## src/hw/rtl/psq_pkg.sv

```systemverilog
package psq_pkg;

  localparam int unsigned CoordW = 16;
  localparam int unsigned NormW  = 16;
  localparam int unsigned MagW   = 15;
  localparam int unsigned OutW   = 20;
  localparam int unsigned ThickW = 12;
  localparam int unsigned OffW   = 13;
  localparam int unsigned SumW   = 33;
  localparam int unsigned MulAW  = 32;
  localparam int unsigned MulBW  = 18;
  localparam int unsigned MulPW  = MulAW + MulBW;
  localparam int unsigned BitW   = 4;

  localparam logic [ThickW-1:0] ThickReset = ThickW'(16);

  // one stroke edge: top x, top y, bottom x, bottom y
  typedef struct packed {
    logic signed [OutW-1:0] bot_y;
    logic signed [OutW-1:0] bot_x;
    logic signed [OutW-1:0] top_y;
    logic signed [OutW-1:0] top_x;
  } edge_t;

  // one quad word toward the output queue
  typedef struct packed {
    edge_t start;
    edge_t stop;
    logic  fin;
  } quad_t;

endpackage

```

## src/hw/rtl/psq_mul.sv

```systemverilog
module psq_mul
  import psq_pkg::*;
(
  input  logic               clk_i,
  input  logic [MulAW-1:0]   a_i,
  input  logic [MulBW-1:0]   b_i,
  output logic [MulPW-1:0]   p_o
);

  logic [MulPW-1:0] p_q;

  // shared unsigned multiplier, registered product
  always_ff @(posedge clk_i) begin
    p_q <= MulPW'(a_i) * MulPW'(b_i);
  end

  assign p_o = p_q;

endmodule

```

## src/hw/rtl/psq_seq.sv

```systemverilog
module psq_seq
  import psq_pkg::*;
(
  input  logic                     clk_i,
  input  logic                     rst_ni,
  input  logic                     in_valid_i,
  output logic                     in_ready_o,
  input  logic signed [CoordW-1:0] in_x_i,
  input  logic signed [CoordW-1:0] in_y_i,
  input  logic                     in_last_i,
  input  logic [ThickW-1:0]        thick_i,
  output logic                     push_o,
  output quad_t                    quad_o,
  input  logic                     full_i
);

  typedef enum logic [4:0] {
    ST_IDLE, ST_LOAD, ST_DIFF, ST_SQX, ST_SQY, ST_SSUM, ST_RHS0, ST_RHS1,
    ST_T1, ST_T2, ST_T3, ST_T4, ST_OX, ST_OY, ST_OFIN, ST_EDGE, ST_FIN
  } state_e;

  typedef enum logic [1:0] {
    JOB_FIRST, JOB_JOINT, JOB_END
  } job_e;

  state_e state_q;
  job_e   job_q;
  logic [1:0] pts_q;
  logic comp_q;
  logic signed [CoordW-1:0] cur_x_q, cur_y_q, prev_x_q, prev_y_q;
  logic last_q;
  logic signed [NormW-1:0] nx_q, ny_q, pn_x_q, pn_y_q;
  logic [CoordW-1:0] ax_q, ay_q;
  logic sx_q, sy_q;
  logic [SumW-1:0] s_q;
  logic [31:0] rhs_q, sq_q;
  logic [MulPW-1:0] plo_q;
  logic [MagW-1:0] m_q, cand_q;
  logic [BitW-1:0] k_q;
  logic signed [OffW-1:0] ox_q, oy_q;
  edge_t open_q;

  logic [MulAW-1:0] mul_a;
  logic [MulBW-1:0] mul_b;
  logic [MulPW-1:0] p;

  psq_mul u_mul (
    .clk_i (clk_i),
    .a_i   (mul_a),
    .b_i   (mul_b),
    .p_o   (p)
  );

  logic signed [CoordW:0] dx, dy;
  logic [MagW-1:0] cand, m_new;
  logic [CoordW-1:0] odd;
  logic [67:0] total;
  logic fit;
  logic signed [CoordW:0] nsel_x, nsel_y;
  logic [CoordW:0] nmag_x, nmag_y;
  logic sh16;
  logic [27:0] rnd_mag;
  logic [OffW-1:0] rnd_val;
  logic signed [OffW-1:0] off_new;
  logic signed [CoordW-1:0] px, py;
  edge_t edge_new;

  always_comb begin
    dx = {cur_x_q[CoordW-1], cur_x_q} - {prev_x_q[CoordW-1], prev_x_q};
    dy = {cur_y_q[CoordW-1], cur_y_q} - {prev_y_q[CoordW-1], prev_y_q};
    cand = m_q | (MagW'(1) << k_q);
    odd = {cand, 1'b0} - CoordW'(1);
    total = {p, 18'b0} + 68'(plo_q);
    fit = total <= {4'b0, rhs_q, 32'b0};
    m_new = fit ? cand_q : m_q;
    sh16 = (job_q == JOB_JOINT);
    if (sh16) begin
      nsel_x = {pn_x_q[NormW-1], pn_x_q} + {nx_q[NormW-1], nx_q};
      nsel_y = {pn_y_q[NormW-1], pn_y_q} + {ny_q[NormW-1], ny_q};
    end else begin
      nsel_x = {nx_q[NormW-1], nx_q};
      nsel_y = {ny_q[NormW-1], ny_q};
    end
    nmag_x = nsel_x[CoordW] ? (CoordW+1)'(-nsel_x) : nsel_x;
    nmag_y = nsel_y[CoordW] ? (CoordW+1)'(-nsel_y) : nsel_y;
    // round half away from zero on the magnitude, then restore the sign
    rnd_mag = p[27:0];
    if (sh16) rnd_val = OffW'((rnd_mag + 28'(1 << 15)) >> 16);
    else      rnd_val = OffW'((rnd_mag + 28'(1 << 14)) >> 15);
    if (state_q == ST_OY) off_new = nsel_x[CoordW] ? -signed'(rnd_val) : signed'(rnd_val);
    else                  off_new = nsel_y[CoordW] ? -signed'(rnd_val) : signed'(rnd_val);
    px = (job_q == JOB_END) ? cur_x_q : prev_x_q;
    py = (job_q == JOB_END) ? cur_y_q : prev_y_q;
    // offsets stay within 4095, so the 20 bit results never saturate
    edge_new.top_x = {{(OutW-CoordW){px[CoordW-1]}}, px} - {{(OutW-OffW){ox_q[OffW-1]}}, ox_q};
    edge_new.top_y = {{(OutW-CoordW){py[CoordW-1]}}, py} - {{(OutW-OffW){oy_q[OffW-1]}}, oy_q};
    edge_new.bot_x = {{(OutW-CoordW){px[CoordW-1]}}, px} + {{(OutW-OffW){ox_q[OffW-1]}}, ox_q};
    edge_new.bot_y = {{(OutW-CoordW){py[CoordW-1]}}, py} + {{(OutW-OffW){oy_q[OffW-1]}}, oy_q};
  end

  // multiplier operands by step
  always_comb begin
    mul_a = '0;
    mul_b = '0;
    case (state_q)
      ST_SQX:  begin mul_a = MulAW'(ax_q); mul_b = MulBW'(ax_q); end
      ST_SQY:  begin mul_a = MulAW'(ay_q); mul_b = MulBW'(ay_q); end
      ST_RHS0: begin
        mul_a = MulAW'(comp_q ? ax_q : ay_q);
        mul_b = MulBW'(comp_q ? ax_q : ay_q);
      end
      ST_T1:   begin mul_a = MulAW'(odd); mul_b = MulBW'(odd); end
      ST_T2:   begin mul_a = p[31:0]; mul_b = s_q[17:0]; end
      ST_T3:   begin mul_a = sq_q; mul_b = MulBW'(s_q[SumW-1:18]); end
      ST_OX:   begin mul_a = MulAW'(thick_i); mul_b = MulBW'(nmag_x); end
      ST_OY:   begin mul_a = MulAW'(thick_i); mul_b = MulBW'(nmag_y); end
      default: ;
    endcase
  end

  assign in_ready_o = (state_q == ST_IDLE);
  assign push_o = (state_q == ST_EDGE) && (job_q != JOB_FIRST) && !full_i;
  assign quad_o = '{start: open_q, stop: edge_new, fin: (job_q == JOB_END)};

  always_ff @(posedge clk_i or negedge rst_ni) begin
    if (!rst_ni) begin
      state_q  <= ST_IDLE;
      job_q    <= JOB_FIRST;
      pts_q    <= '0;
      comp_q   <= 1'b0;
      prev_x_q <= '0;
      prev_y_q <= '0;
      pn_x_q   <= '0;
      pn_y_q   <= '0;
      open_q   <= '0;
    end else begin
      case (state_q)
        ST_IDLE: begin
          if (in_valid_i) begin
            cur_x_q <= in_x_i;
            cur_y_q <= in_y_i;
            last_q  <= in_last_i;
            state_q <= ST_LOAD;
          end
        end
        ST_LOAD: begin
          if (pts_q == 2'd0 || pts_q == 2'd3) begin
            prev_x_q <= cur_x_q;
            prev_y_q <= cur_y_q;
            pts_q    <= last_q ? 2'd0 : 2'd1;
            state_q  <= ST_IDLE;
          end else begin
            state_q <= ST_DIFF;
          end
        end
        ST_DIFF: begin
          ax_q <= dx[CoordW] ? CoordW'(-dx) : dx[CoordW-1:0];
          ay_q <= dy[CoordW] ? CoordW'(-dy) : dy[CoordW-1:0];
          sx_q <= dy[CoordW];
          sy_q <= dx[CoordW];
          state_q <= ST_SQX;
        end
        ST_SQX: state_q <= ST_SQY;
        ST_SQY: begin
          s_q <= SumW'(p);
          state_q <= ST_SSUM;
        end
        ST_SSUM: begin
          s_q <= s_q + SumW'(p);
          comp_q <= 1'b0;
          state_q <= ST_RHS0;
        end
        ST_RHS0: begin
          if (s_q == '0) begin
            // zero-length segment: zero normal
            nx_q <= '0;
            ny_q <= '0;
            job_q <= (pts_q == 2'd1) ? JOB_FIRST : JOB_JOINT;
            state_q <= ST_OX;
          end else begin
            state_q <= ST_RHS1;
          end
        end
        ST_RHS1: begin
          rhs_q <= p[31:0];
          m_q <= '0;
          k_q <= BitW'(MagW - 1);
          state_q <= ST_T1;
        end
        ST_T1: begin
          cand_q <= cand;
          state_q <= ST_T2;
        end
        ST_T2: begin
          sq_q <= p[31:0];
          state_q <= ST_T3;
        end
        ST_T3: begin
          plo_q <= p;
          state_q <= ST_T4;
        end
        ST_T4: begin
          m_q <= m_new;
          if (k_q == '0) begin
            if (!comp_q) begin
              nx_q <= sx_q ? -signed'({1'b0, m_new}) : signed'({1'b0, m_new});
              comp_q <= 1'b1;
              state_q <= ST_RHS0;
            end else begin
              ny_q <= sy_q ? signed'({1'b0, m_new}) : -signed'({1'b0, m_new});
              job_q <= (pts_q == 2'd1) ? JOB_FIRST : JOB_JOINT;
              state_q <= ST_OX;
            end
          end else begin
            k_q <= k_q - BitW'(1);
            state_q <= ST_T1;
          end
        end
        ST_OX: state_q <= ST_OY;
        ST_OY: begin
          ox_q <= off_new;
          state_q <= ST_OFIN;
        end
        ST_OFIN: begin
          oy_q <= off_new;
          state_q <= ST_EDGE;
        end
        ST_EDGE: begin
          if (job_q == JOB_FIRST) begin
            open_q <= edge_new;
            if (last_q) begin
              job_q <= JOB_END;
              state_q <= ST_OX;
            end else begin
              state_q <= ST_FIN;
            end
          end else if (!full_i) begin
            open_q <= edge_new;
            if (job_q == JOB_JOINT && last_q) begin
              job_q <= JOB_END;
              state_q <= ST_OX;
            end else begin
              state_q <= ST_FIN;
            end
          end
        end
        ST_FIN: begin
          prev_x_q <= cur_x_q;
          prev_y_q <= cur_y_q;
          pn_x_q <= nx_q;
          pn_y_q <= ny_q;
          pts_q <= last_q ? 2'd0 : 2'd2;
          state_q <= ST_IDLE;
        end
        default: state_q <= ST_IDLE;
      endcase
    end
  end

endmodule

```

## src/hw/rtl/polyline_stroke_quad_expander.sv

```systemverilog
// polyline stroke quad expander
// s_axis: one path point per word, tdata = {point_y, point_x}, tlast marks
// the last point of a path. m_axis: one quad per word, tlast set on the
// final quad of a path.
// cfg_we_i/cfg_wdata_i write the stroke half-width (unsigned q8.4);
// write it only while the block is idle.
// every accepted point drops s_axis_tready until the sequencer is done;
// the first point of a path is only stored. later points run through one
// shared 32x18 multiplier under a sequencer: the segment length, then two
// normal components unless it is zero (bitwise search of the reciprocal
// root over 15 bits, four steps per bit), then ST_OX, ST_OY, ST_OFIN and
// ST_EDGE per stroke edge and ST_FIN to finish.
// quads wait in a two word output queue, so the receiver may stall while
// the next point is processed; the sequencer holds only when it must push
// into a full queue.
// reset empties the queue, clears the path state and loads a thickness
// of 1.0 pixel.
module polyline_stroke_quad_expander
  import psq_pkg::*;
(
  input  logic          clk_i,
  input  logic          rst_ni,
  input  logic          s_axis_tvalid,
  output logic          s_axis_tready,
  input  logic [31:0]   s_axis_tdata,   // point_x, point_y
  input  logic          s_axis_tlast,   // path_last
  output logic          m_axis_tvalid,
  input  logic          m_axis_tready,
  // top_left_x, top_left_y, top_right_x, top_right_y,
  // bottom_right_x, bottom_right_y, bottom_left_x, bottom_left_y
  output logic [159:0]  m_axis_tdata,
  output logic          m_axis_tlast,   // quad_is_final
  input  logic          cfg_we_i,
  input  logic [ThickW-1:0] cfg_wdata_i
);

  logic [ThickW-1:0] thick_q;
  quad_t slot_q [2];
  logic rd_q, wr_q;
  logic [1:0] cnt_q;
  logic push, pop;
  quad_t quad, head;

  // stroke thickness register
  always_ff @(posedge clk_i or negedge rst_ni) begin
    if (!rst_ni) begin
      thick_q <= ThickReset;
    end else if (cfg_we_i) begin
      thick_q <= cfg_wdata_i;
    end
  end

  psq_seq u_seq (
    .clk_i      (clk_i),
    .rst_ni     (rst_ni),
    .in_valid_i (s_axis_tvalid),
    .in_ready_o (s_axis_tready),
    .in_x_i     (s_axis_tdata[15:0]),
    .in_y_i     (s_axis_tdata[31:16]),
    .in_last_i  (s_axis_tlast),
    .thick_i    (thick_q),
    .push_o     (push),
    .quad_o     (quad),
    .full_i     (cnt_q == 2'd2)
  );

  // two word output queue
  assign pop = m_axis_tvalid && m_axis_tready;

  always_ff @(posedge clk_i) begin
    if (push) slot_q[wr_q] <= quad;
  end

  always_ff @(posedge clk_i or negedge rst_ni) begin
    if (!rst_ni) begin
      rd_q  <= 1'b0;
      wr_q  <= 1'b0;
      cnt_q <= '0;
    end else begin
      if (push) wr_q <= ~wr_q;
      if (pop)  rd_q <= ~rd_q;
      cnt_q <= cnt_q + 2'(push) - 2'(pop);
    end
  end

  assign head = slot_q[rd_q];
  assign m_axis_tvalid = (cnt_q != 2'd0);
  assign m_axis_tlast  = head.fin;
  assign m_axis_tdata  = {head.start.bot_y, head.start.bot_x,
                          head.stop.bot_y,  head.stop.bot_x,
                          head.stop.top_y,  head.stop.top_x,
                          head.start.top_y, head.start.top_x};

endmodule

```

## config.mk

```make
export PLATFORM = sky130hd
export DESIGN_NAME = polyline_stroke_quad_expander
export DESIGN_NICKNAME = d
export VERILOG_FILES = /design/src/hw/rtl/psq_pkg.sv /design/src/hw/rtl/psq_mul.sv /design/src/hw/rtl/psq_seq.sv /design/src/hw/rtl/polyline_stroke_quad_expander.sv
export SDC_FILE = /design/constraint.sdc
export NUM_CORES = 2
export LEC_CHECK = 0
export BUFFER_PORTS_ARGS = -buffer_cell sky130_fd_sc_hd__buf_2
export CORE_ASPECT_RATIO = 0.9
export CORE_UTILIZATION = 58
export CTS_CLUSTER_DIAMETER = 100
export CTS_CLUSTER_SIZE = 14
export DETAILED_ROUTE_END_ITERATION = 8
export GPL_TIMING_DRIVEN = 1
export PLACE_DENSITY = 0.84
export RECOVER_POWER = 50
export SLEW_MARGIN = 20
export SYNTH_ARGS = -nofsm -noshare
export SYNTH_HDL_FRONTEND = slang
export SYNTH_HIERARCHICAL = 1
export SYNTH_SLANG_ARGS = --single-unit
```

## constraint.sdc

```tcl
create_clock -name clk_i -period 9.14 [get_ports clk_i]
set_input_delay 0 -clock clk_i [delete_from_list [all_inputs] [get_ports clk_i]]
set_output_delay 0 -clock clk_i [all_outputs]
set_load 0.03 [all_outputs]
```

==> results.toml <==
[run_status]
outcome = "finished, violations left"
violations = "max-capacitance violations, max-slew violations, negative setup slack"

[routing]
drt_iter0_markers = 5246
firstDrtPassIters = 9
wire_per_inst_um = 22.38
ant_nets = 0
viasPerCell = 6.025
dr_total_vias = 47870
wirelength_um = 177800
drcViolationCount = 0

[power_and_ir_drop]
powerDensity_mw_per_mm2 = 307.8
internal_power_mw = 12.25
p_leak_nw = 31.66
seq_power_share_pct = 25.0
ir_drop_uv = 318.0
total_power_mw = 22.33
p_comb_share_pct = 61.9
swShare_pct = 45.14
p_clk_share_pct = 13.0
p_switching_mw = 10.08

[clock_tree]
cts-root-buf = "clkbuf_16"
clkSlewWorstSetupHoldPaths_ns = 0.07
clockBufferDepth = 3
cts_max_level = 3
numCtsBuffers = 69
cts_tree = "built"
clock_sinks = 834
clk-insertion-delay-late_ns = 0.66

[grt]
grt_first_pass_wirelength_um = 270100
grt_overflow = 0
grt_use_total_pct = 31.66
grt_pass1_vias = 47540
antenna_found_initial = 16
grt_max_degree = 152

[yosys]
synth_cells = 5865
yosysSeqAreaShare_pct = 37.68
synth_cell_types = 102
yosys_warnings = 6
synth_fp_nets = 6770
syn_area_per_cell_um2 = 10.75
synth-main-ff-cell = "edfxtp_1"
async_flop_share_pct = 18.71
syn_area_mm2 = 0.06307
synth-seq-cells = 834
synth_edf_count = 628

[critical_path]
reg2reg_depth = 37
crit_required_ns = 9.68
crit_type = "reg -> reg"
start_kind = "flip-flop"
timing.rr.start = "u_seq/ny_q[0]"
cpPeakStageDelay_ns = 0.55
end_kind = "flip-flop"
crit_path_top_delay_cell = "fa_1"
cpMostUsedCell = "fa_1"
cp_max_fo = 17
crit_arrival_ns = 9.93
timing.rr.end = "u_seq/u_mul/p_o[48]"
rrSetupSlack_ns = -0.25

[timing]
maxSlewHeadroom_pct = -170.0
worst_pin_slew_ns = 4.050
period_share_pct = 102.7
setup_viol = 7
timing.fmax_mhz = 106.5
hold_slack_ns = 0.05171
worst_slack_ns = -0.2501
finalMaxSlewViolations = 686
skew_ns = 0.05452
rsz0062_at_grt = "true"
fin_tns_setup_ns = -0.8864
final_hold_viol_count = 0
fin_crit_ns = 9.390

[final_layout]
fin_nets = 7333
layout-drive-gt1-share_pct = 18.94
nFillCells = 7613
area_growth_pct = 15.01

[floorplanning]
fp.dieW_um = 349.6
start_util_pct = 58.65
io_pins = 213
core_mm2 = 0.1075
die-area_mm2 = 0.1101
die_h_um = 314.8
placementRows = 114

[hold_path]
min_to = "u_seq/cur_y_q[0]"
min_from = "s_axis_tdata[16]"
hold_path_class = "in -> reg"
min_path_cells = 2

[job]
maxCapViolations = 14

[placement]
place.port_buffers = 212
gp_congestion = 0.9695
hpwl_um = 127600
place_ws_ns = -0.5323
==> critical path, delay by kind of cell, from the launching register on <==
kind	cells	cell delay, ns
flip-flops	1	0.44
buffers and inverters	9	0.99
XOR/XNOR	2	0.30
AND/OR/NAND/NOR	4	1.02
adder cells (fa/ha/maj)	9	4.02
AO/OA/AOI/OAI	13	2.49
==> repair_timing <==
item                                   CTS  global route
cloned                                   1             5
endpoints found under the hold margin  143             0
setup endpoints to repair               23            29
buffers inserted                        19            35
pin swaps                               52           202
hold buffers                            62             0
resized for setup                       85           189
==> cell usage after synthesis, types with 93 or more instances <==
cell,number,area (um^2)
nor2_1,208,780.8
nand2_1,654,2455
mux2_2,254,2860
a21oi_1,232,1161
nor3_1,93,465.5
o21ai_0,195,975.9
edfxtp_1,628,18860
xnor2_1,219,1918
fa_1,490,9809
xor2_1,105,919.6
ha_1,365,4567
inv_1,747,2804
and2_1,233,1458
dfrtp_1,155,3879
clkbuf_1,196,735.7
==> logic make-up after synthesis <==
family,count (synthesis),share of synthesized area (%)
simple gates,1552,11.82
flops,834,37.68
fa+ha+maj,855,22.79
buf+inv,1014,6.427
compound gates,912,9.705
xor+xnor,324,4.499
mux,374,7.074
==> worst max path at each step <==
stage | from | to | slack, ns | depth (start not counted)
finish | u_seq/ny_q[0] | u_seq/u_mul/p_o[48] | -0.25 | 37
global route | u_seq/ny_q[0] | u_seq/u_mul/p_o[48] | -0.47 | 37
CTS | u_seq/ny_q[0] | u_seq/u_mul/p_o[48] | -0.002 | 37
detailed placement | u_seq/nx_q[0] | u_seq/u_mul/p_o[48] | -0.53 | 32
global placement | u_seq/nx_q[0] | u_seq/u_mul/p_o[48] | -0.33 | 32
floorplan | u_seq/ny_q[0] | u_seq/u_mul/p_o[49] | 0.01 | 36
==> power groups by stage <==
stage / sequential (mW) / clock [mW] / combinational, mW
after floorplan: 5.41 / 0 / 8.11
after global placement: 5.58 / 0 / 11.9
after detailed placement: 5.61 / 0 / 12.2
after CTS: 5.55 / 2.92 / 12.8
after global routing: 5.61 / 3.07 / 14.9
final: 5.59 / 2.91 / 13.8
==> metrics by stage <==
stage,instances,cell area (um^2),util [%]
after CTS,7897,71800,66.76
final,7946,72540,67.45
after global routing,7944,72540,67.45
after floorplan,5865,63080,-
after global placement,7688,68420,63.62
after detailed placement,7688,68420,63.62
==> layout make-up <==
cell class	count	area [um^2]	share of cell area, %
diodes	11	27.53	0.03795
clock buffers	120	1939	2.673
clock inverters	8	145.1	0.2001
inverters	748	2808	3.870
multi-input cells	4017	36290	50.02
flip-flops and latches	834	23760	32.76
well taps	1450	1814	2.501
repair buffers	758	5756	7.934
==> flip-flops by register name, indices dropped and copies added, names as in the netlist, 32 cells and up <==
| name | count |
|---|---|
| u_seq/s_q | 33 |
| u_seq/rhs_q | 32 |
| slot_q | 322 |
| u_seq/plo_q | 50 |
| u_seq/sq_q | 32 |
| u_seq/u_mul/p_o | 50 |
| u_seq/quad_o | 66 |
==> layer usage <==
| layer | vias to the layer above | GRT usage [%] | part of all wire, % |
|---|---|---|---|
| li1 | 21090 | - | - |
| met1 | 23630 | 41.82 | 39 |
| met2 | 2630 | 51.65 | 47 |
| met3 | 515 | 5.281 | 9.4 |
| met4 | 10 | 13.83 | 5.0 |
| met5 | - | 0 | 0.039 |
==> placed cells by master (no fill, tap or decap), types with 53 or more instances in the layout <==
master and n:
xnor2_1 214, dfrtp_1 155, buf_4 366, mux2_2 250, nand2_1 640, buf_2 176
o21ai_0 172, ha_1 337, mux2_1 53, nor2_1 203, nor3_1 85, xor2_1 103
and2_1 221, nand3_1 74, a21o_1 75, dlygate4sd3_1 61, clkbuf_1 136, clkbuf_16 74
a21oi_1 205, edfxtp_1 628, inv_1 727, fa_1 479
Power figures use the tool's default switching activity.
